[src/design/lfu_pkg.sv]
// Package: shared types and constants for the LFU replacement store.
`default_nettype none
package lfu_pkg;
  localparam int CAPACITY = 16;
  localparam int IDX_W    = (CAPACITY > 1) ? $clog2(CAPACITY) : 1;
  localparam int CNT_W    = $clog2(CAPACITY + 1);
  localparam int LIM_W    = 5;

  localparam logic CMD_GET = 1'b0;
  localparam logic CMD_PUT = 1'b1;

  typedef struct packed {
    logic               cmd;
    logic signed [31:0] key;
    logic signed [31:0] write_value;
  } in_t;

  typedef struct packed {
    logic               hit;
    logic signed [31:0] read_value;
  } out_t;

  // Write command broadcast to the row of cells.
  typedef struct packed {
    logic             en;
    logic [IDX_W-1:0] idx;
    logic             install;
    logic             set_value;
    logic [31:0]      key;
    logic [31:0]      value;
    logic [63:0]      stamp;
  } cell_wr_t;

  // Best-so-far candidate handed from cell to cell.
  typedef struct packed {
    logic             vld;
    logic [IDX_W-1:0] idx;
    logic [31:0]      cnt;
    logic [63:0]      stamp;
  } scan_t;
endpackage
`default_nettype wire

[src/design/lfu_cell.sv]
// One store entry: key, value, use count, stamp, and one victim-scan stage.
`default_nettype none
module lfu_cell (
  input  wire logic                     clk,
  input  wire logic                     rst_n,
  input  wire logic [lfu_pkg::IDX_W-1:0] cell_idx,
  input  wire logic                     occ,
  input  wire logic [31:0]              probe_key,
  output logic                          hit,
  output logic [31:0]                   value,
  input  wire lfu_pkg::cell_wr_t        wr,
  input  wire lfu_pkg::scan_t           scan_in,
  output lfu_pkg::scan_t                scan_out
);
  logic [31:0] key_r, value_r, cnt_r;
  logic [63:0] stamp_r;
  logic        sel, own_first;
  lfu_pkg::scan_t scan_r, scan_nxt;

  assign sel   = wr.en && (wr.idx == cell_idx);
  assign hit   = occ && (key_r == probe_key);
  assign value = value_r;

  always_ff @(posedge clk) begin
    if (sel) begin
      stamp_r <= wr.stamp;
      if (wr.install) begin
        key_r   <= wr.key;
        value_r <= wr.value;
        cnt_r   <= 32'd1;
      end else begin
        if (wr.set_value) value_r <= wr.value;
        if (cnt_r != 32'hFFFF_FFFF) cnt_r <= cnt_r + 32'd1;
      end
    end
  end

  // Keep the lower (count, stamp) pair.
  always_comb begin
    own_first = (cnt_r < scan_in.cnt) ||
                ((cnt_r == scan_in.cnt) && (stamp_r < scan_in.stamp));
    scan_nxt = scan_in;
    if (occ && (!scan_in.vld || own_first)) begin
      scan_nxt.vld   = 1'b1;
      scan_nxt.idx   = cell_idx;
      scan_nxt.cnt   = cnt_r;
      scan_nxt.stamp = stamp_r;
    end
  end

  always_ff @(posedge clk) begin
    if (!rst_n) begin
      scan_r <= '0;
    end else begin
      scan_r <= scan_nxt;
    end
  end

  assign scan_out = scan_r;
endmodule
`default_nettype wire

[config.mk]
export PLATFORM = sky130hd
export DESIGN_NAME = lfu_cell
export DESIGN_NICKNAME = d
export VERILOG_FILES = /design/src/design/lfu_pkg.sv /design/src/design/lfu_cell.sv
export SDC_FILE = /design/constraint.sdc
export NUM_CORES = 1
export LEC_CHECK = 0
export ABC_AREA = 0
export BUFFER_PORTS_ARGS = -buffer_cell sky130_fd_sc_hd__buf_2
export CAP_MARGIN = 40
export CORE_AREA = 2 2 170 172
export DETAILED_ROUTE_END_ITERATION = 10
export DIE_AREA = 0 0 172 174
export GPL_TIMING_DRIVEN = 0
export PLACE_DENSITY = 0.74
export SYNTH_ARGS = -nofsm -noshare
export SYNTH_HDL_FRONTEND = slang
export SYNTH_SLANG_ARGS = --single-unit
export TNS_END_PERCENT = 50
[constraint.sdc]
create_clock -name clk -period 37.2 [get_ports clk]
set_input_delay 9.3 -clock clk [delete_from_list [all_inputs] [get_ports clk]]
set_output_delay 9.3 -clock clk [all_outputs]
set_load 0.01 [all_outputs]
== Word level (Yosys, flattened, before mapping) ==
Cells that the tools add are included.
Word-level totals
  word-level logic and storage cells: 31
  register bits: 261
  output and inout port bits: 134
  input port bits: 275
Operators by class
  $add $sub $neg: 1
  multiplexer cells: 4
  reductions and logical operators: 12
  eq/ne operators: 4
  $lt $le $gt $ge: 2
Operators with widths (count)
  101-bit two-way mux: 1
  32-bit two-way mux: 3
  32-bit equality test: 2
  64-bit < comparator: 1
  32-bit by 1-bit adder with 32-bit output, second input constant: 1
  32-bit < comparator: 1
  32-bit != test, second input constant: 1
  2-bit AND reduction: 3
  4-bit equality test: 1
  1-bit logical AND: 4
  2-bit nonzero test: 2
  1-bit logical OR: 2
  1-bit logical NOT: 1

== Depth between registers and ports, before layout ==
Gate-level depths: netlist of run 1.
  depth in word-level cells: 6
  depth in mapped cells: 11
  gate-level depth less buffers: 9

== Worst setup path before layout of run 1 ==
OpenSTA, ideal clock, no wires.
  kind: input -> output
  start point: input port probe_key[0]
  end point: output port hit
  slack: 17.543 ns
  required time: 27.900 ns
  stages on the path: 5
  arrival: 10.357 ns
  buffers on the path: 0
  cells stage by stage: xnor2_1 > nand4_1 > nor4_1 > nand4_1 > nor4_1
On the way
  cells in the longest elaborated chain, start to end: 2
Ends and longest elaborated chain
  from (decl): line lfu_cell.sv:8  | input wire logic [31:0] probe_key,
  32-bit equality test: line lfu_cell.sv:21  | assign hit = occ && (key_r == probe_key);
  1-bit logical AND: line lfu_cell.sv:21
  to (decl): line lfu_cell.sv:9  | output logic hit,
No other way between the ends.

== Final worst setup path of run 1 ==
Same ends and word-level chain as after synthesis.

==> results.yml, run 1 <==
die:
  io_pins: 409
  initial_core_util_pct: 44.0
  die_h_um: 174
  coreArea_mm2: 0.0282
  rows: 62
  die_x_um: 172
  dieArea_mm2: 0.0299
place:
  gp_congestion: 0.846
  dp_hpwl_mm: 26.0
  preCtsSetupSlack_ns: 17.18
  io_buffer_count: 406
global_route:
  grt_pass1_wl_mm: 50.2
  grt_pass1_vias: 9698
  grt_use_total_pct: 21.4
  overflow: 0
  antenna_found_initial: 7
  grt_max_degree: 23
timing:
  hold_violations: 0
  final-setup-viol-count: 0
  max_slew_margin_pct: 42.2
  finalClockSkew_ns: 0.0142
  worst_pin_slew_ns: 0.867
  rsz0062_at_grt: "no"
  fmax_mhz: 49.8
  fin_crit_sh_pct: 54.0
  hold_slack_ns: 0.542
  finalSetupTns_ns: 0
  fin_ws_ns: 17.10
  fin_crit_ns: 20.10
  slew_violations: 0
setup_path:
  critPathMaxStageDelay_ns: 0.42
  startpoint: "probe_key[0]"
  path_cells: "buf_2 > xnor2_1 > nand4_1 > nor4_1 > nand4_1 > nor4_1 > buf_2"
  end_kind: "primary output"
  path_class: "in2out"
  cp_max_fo: 1
  cp_slowest_cell: "nor4_1"
  crit_path_start_kind: "input pin"
  critPathArrivalTime_ns: 10.80
  r2r-start: "cnt_r[29]$_SDFFCE_PP0P_"
  worstPathRequired_ns: 27.90
logic_synthesis:
  yosys.cell_types.count: 54
  ys.flop_type: "edfxtp_1"
  netlist_instances: 1102
  synth-edff-count: 160
  yosysWarnings: 0
  ys_seq_area_share_pct: 54.9
  yosys_register_bits: 261
  syn_area_mm2: 0.0124
  syn_nets: 1473
  async_reset_ff_share_pct: 0
  syn_area_per_cell_um2: 11.3
detailed_routing:
  wl_met1_mm: 13.2
  routedWlPerCell_um: 16.7
  route.met2.wl_mm: 16.5
  dr_wl_met3_mm: 2.21
  drtPass1Iterations: 5
  final_antenna_net_count: 0
  routed_wl_mm: 32.9
  drc: 0
  num_vias: 9690
  drt-vias-per-instance: 4.93
  top_layer: "met5"
  drt-initial-drc-count: 496
finish:
  area_delta_synth_final_pct: 29.0
  fin_util_pct: 56.8
  drive_gt1_share_pct: 31.5
  fillers: 2446
  multi_input_area_mm2: 0.00495
  final_common_cell: "buf_2"
  fin_nets: 1925
  most-common-layout-cells: "buf_2 (410), nand2_1 (229), edfxtp_1 (160)"
  seq_area_mm2: 0.00683
power:
  finalPower_mw: 0.685
  leakage_nw: 7.55
  ir_drop_uv: 41.6
  power.density_mw_per_mm2: 42.7
outcome:
  status: "finished, final reports clean"
hold_path:
  hold_class: "reg2reg"
  min-delay-start: "stamp_r[17]$_DFFE_PP_"
clock_tree:
  clock_sinks: 261
  hold_buffers: 0
  clk_pin_slew_ns: 0.06
  htree_levels: 1
  cts-root-buf: "clkbuf_16"
  cts_tree: "done"
  cts_resized: 0
  cts_buffers: 29
  clock_latency_ns: 0.55
  post_cts_buffers: 0
  clockBufferDepth: 3
flow_run:
  drv_cap: 0
-- layout make-up --
cell class | count | area share, %
timing repair buffer | 421 | 13.6
buffer | 37 | 1.93
antenna | 7 | 0.109
tap | 384 | 3.00
inverter | 99 | 2.32
clock buffer | 37 | 4.96
sequential | 261 | 42.6
clock inverter | 16 | 0.726
multi-input combinational | 705 | 30.8
-- metrics by stage --
stage	instance area, µm²	instances
2_1_floorplan	12400	1102
3_3_place_gp	14900	1892
3_5_place_dp	15100	1907
4_1_cts	16000	1960
5_1_grt	16000	1966
6_report	16000	1967
-- final timing paths --
check,slack [ns],cells after the start,end
min,0.54,2,scan_out[17]$_SDFF_PN0_
max,17.10,7,hit
min reg2reg,0.54,2,scan_out[17]$_SDFF_PN0_
max reg2reg,34.07,9,scan_out[90]$_SDFF_PN0_
-- flip-flops by register name, indices dropped and copies added, names as in the netlist --
signal / flops
scan_out: 101
key_r: 32
value: 32
stamp_r: 64
cnt_r: 32
-- synth_stat cells (all sizes together), types with 2 or more instances --
| library cell | count | area [µm²] |
|---|---|---|
| nand2 | 229 | 860 |
| edfxtp | 160 | 4800 |
| dfxtp | 101 | 2020 |
| mux2i | 100 | 1000 |
| inv | 99 | 372 |
| ha | 96 | 1200 |
| a21oi | 39 | 195 |
| xnor2 | 38 | 333 |
| nor2 | 35 | 131 |
| nand4 | 31 | 200 |
| clkbuf | 26 | 97.6 |
| nand3 | 26 | 135 |
| xor2 | 24 | 210 |
| o21ai | 15 | 78.8 |
| buf | 11 | 211 |
| nor4 | 8 | 68.8 |
| a21o | 7 | 52.6 |
| and4 | 6 | 57.6 |
| nor3 | 6 | 40.0 |
| a221oi | 5 | 50.0 |
| or3 | 5 | 36.3 |
| nand2b | 4 | 25.0 |
| nor2b | 4 | 25.0 |
| a211oi | 3 | 22.5 |
| a21boi | 3 | 22.5 |
| nor3b | 3 | 27.5 |
| and2 | 2 | 13.8 |
| and3 | 2 | 12.5 |
| o21a | 2 | 15.0 |
-- cells by family after synthesis --
group           count (synthesis)  share of synthesized area (%)
buf+inv                       136                           5.47
xor+xnor                       62                           4.37
simple gates                  365                           13.4
mux                           100                           8.05
fa+ha+maj                      96                           9.66
flops                         261                           54.9
compound gates                 82                           4.12
-- power by group --
part           leakage (nW)  internal [mW]  switching, mW
Combinational          4.82         0.0401         0.0448
Clock                 0.446          0.158          0.117
Sequential             2.29          0.321        0.00517
Total                  7.55          0.518          0.167
-- layer usage --
metal / track usage, % / vias up
li1: - / 4738
met1: 26.2 / 4546
met2: 37.5 / 344
met3: 4.62 / 60
met4: 6.65 / 2
met5: 0 / -
-- worst max-delay path, delay by kind of cell --
family,cells,cell delay [ns]
xor+xnor,1,0.16
simple gates,4,1.05
buf+inv,2,0.28
No activity file was read; power rests on OpenSTA's default activity.
==> run 2, diff against run 1 <==
- ABC_AREA: 0 -> 1
- CORE_AREA: 2 2 170 172 -> 2 2 176 178
- DIE_AREA: 0 0 172 174 -> 0 0 178 180
- clock period: 37.2 -> 21 ns (I/O delays scaled with it)
==> run 2 against run 1 <==
Net effect:
- sequential cell count unchanged
- sequential power increased by 77%
- power increased by 85%
- largest cell class unchanged
- clock-buffer cell count increased by 1
- clock skew increased by 0.0027 ns
- highest routed layer is now met4
- routed wire length increased by 15%
- global-route usage increased by 1.5 points
- worst setup slack got worse by 8.1 ns
- synthesized area increased by 7.2%
- die area increased by 7.1%
==> results.yml, run 2 <==
logic_synthesis:
  yosysMostFrequentCell: "inv_1"
  ys_seq_area_share_pct: 51.2
  synth_top_family_by_area: "simple AND/OR/NAND/NOR gates"
  synth-edff-count: 160
  synth_common_cells: "inv_1 (250), nand2_1 (241), a21oi_1 (163)"
  yosysWarnings: 0
  synthDominantCellAreaShare_pct: 36.0
  syn_area_per_cell_um2: 8.97
  syn_nets: 1856
  yosys.cell_types.count: 37
  yosys_register_bits: 261
  ys.flop_type: "edfxtp_1"
  synth-adder-area-share_pct: 9.01
  synth-compound-area-share_pct: 8.92
  synth_mux_area_share_pct: 0
  synth_top_area_cell: "edfxtp_1"
  synth_simple_gate_area_share_pct: 19.0
  netlist_instances: 1485
  synth_xor_area_share_pct: 0.394
  synthTopCellsByArea: "edfxtp_1 (36%), dfxtp_1 (15%), ha_1 (9.0%)"
  syn_area_mm2: 0.0133
  async_reset_ff_share_pct: 0
hold_path:
  min-delay-start: "stamp_r[9]$_DFFE_PP_"
  hold_class: "reg2reg"
place:
  gp_congestion: 0.839
  dp_hpwl_mm: 29.8
  io_buffer_count: 407
  preCtsSetupSlack_ns: 8.85
clock_tree:
  htree_levels: 1
  cts-root-buf: "clkbuf_16"
  post_cts_buffers: 0
  clock_latency_ns: 0.55
  hold_buffers: 0
  clockBufferDepth: 3
  cts_tree: "done"
  clk_pin_slew_ns: 0.06
  clock_sinks: 261
  cts_resized: 0
  cts_buffers: 29
global_route:
  overflow: 0
  grt_pass1_vias: 11400
  grt_pass1_wl_mm: 58.1
  antenna_found_initial: 4
  grt_use_total_pct: 23.0
  grt_max_degree: 33
timing:
  final-setup-viol-count: 0
  rsz0062_at_grt: "no"
  fmax_mhz: 83.3
  max_slew_margin_pct: 47.7
  fin_crit_sh_pct: 57.2
  fin_crit_ns: 12.01
  hold_violations: 0
  finalSetupTns_ns: 0
  slew_violations: 0
  worst_pin_slew_ns: 0.784
  finalClockSkew_ns: 0.0170
  fin_ws_ns: 8.99
setup_path:
  cp_max_fo: 2
  crit_path_start_kind: "input pin"
  startpoint: "probe_key[12]"
  path_class: "in2out"
  critPathArrivalTime_ns: 6.76
  r2r-start: "cnt_r[1]$_SDFFCE_PP0P_"
  worstPathRequired_ns: 15.75
  end_kind: "primary output"
detailed_routing:
  drc: 0
  top_layer: "met4"
  final_antenna_net_count: 0
  num_vias: 11700
  drt-vias-per-instance: 4.98
  drt-initial-drc-count: 754
  route.met2.wl_mm: 18.3
  drtPass1Iterations: 5
  dr_wl_met3_mm: 3.09
  routed_wl_mm: 37.8
  wl_met1_mm: 15.2
  routedWlPerCell_um: 16.0
power:
  leakage_nw: 8.51
  power.density_mw_per_mm2: 74.2
  ir_drop_uv: 71.5
die:
  io_pins: 409
  die_x_um: 178
  rows: 64
  dieArea_mm2: 0.0320
  initial_core_util_pct: 44.1
  coreArea_mm2: 0.0302
  die_h_um: 180
finish:
  final_common_cell: "buf_2"
  fin_nets: 2308
  largest_reg_flops: 101
  area_delta_synth_final_pct: 27.8
  drive_gt1_share_pct: 27.5
  most-common-layout-cells: "buf_2 (421), inv_1 (250), nand2_1 (241)"
outcome:
  status: "finished, final reports clean"
flow_run:
  drv_cap: 0
## run 2: changes by cell type after synthesis, sizes merged, moves of 21 or more
cell / previous run / this run
inv: 99 / 250
nor2: 35 / 161
a21oi: 39 / 164
mux2i: 100 / 0
nand3: 26 / 125
xnor2: 38 / 3
buf: 11 / 43
xor2: 24 / 3
## run 2: area by class of cell
type	count	area (µm²)
Fill cell	2673	13200
Inverter	250	938
Clock buffer	38	831
Clock inverter	15	165
Buffer	58	584
Tap cell	396	495
Sequential cell	261	6830
Timing Repair Buffer	421	2190
Multi-Input combinational cell	916	4990
Antenna cell	5	12.5
## run 2: power by group
group	internal (mW)	leakage (nW)	switching (mW)	total [mW]
combinational	0.0720	5.74	0.0928	0.165
clock	0.315	0.479	0.208	0.523
sequential	0.568	2.30	0.00870	0.577
total	0.955	8.51	0.310	1.26
## run 2: routing by layer
layer  track usage [%]  up-vias
met5                 0        -
met1              28.0     5372
met4              7.57        0
li1                  -     5824
met2              39.8      470
met3              5.22       79
## run 2: metrics by stage
step	power [mW]	hold slack [ns]	instance area (µm²)	std cells	utilization, %
2_1_floorplan	0.678	0.543	13300	1485	-
3_3_place_gp	0.746	0.573	15900	2288	52.5
3_5_place_dp	0.752	0.582	16000	2302	53.1
4_1_cts	1.28	0.594	17000	2355	56.4
5_1_grt	1.32	0.633	17000	2357	56.4
6_report	1.26	0.597	17000	2360	56.4
## run 2: path summary, 6_finish.rpt
check                                end  slack (ns)  depth (start not counted)
setup reg to reg  cnt_r[8]$_SDFFCE_PP0P_       17.99                         11
setup / recovery                     hit        8.99                          7
hold reg to reg   scan_out[9]$_SDFF_PN0_        0.60                          4
hold / removal    scan_out[9]$_SDFF_PN0_        0.60                          4
## run 2: worst max-delay path: stages
cell	delay, ns
buf_2	0.12
nand2_1	0.06
nand2_1	0.04
a2111oi_0	0.67
nand3_1	0.20
nor4_1	0.23
buf_2	0.18
## run 2: cells by family (layout without fill, tap and decap cells)
logic type / after synthesis / in the layout
and+or+nand+nor: 590 / 590
buffers and inverters: 308 / 782
DFF: 261 / 261
AOI/OAI and AO/OA: 224 / 224
adders and majority gates: 96 / 96
xor gates and xnor gates: 6 / 6
other: 0 / 5
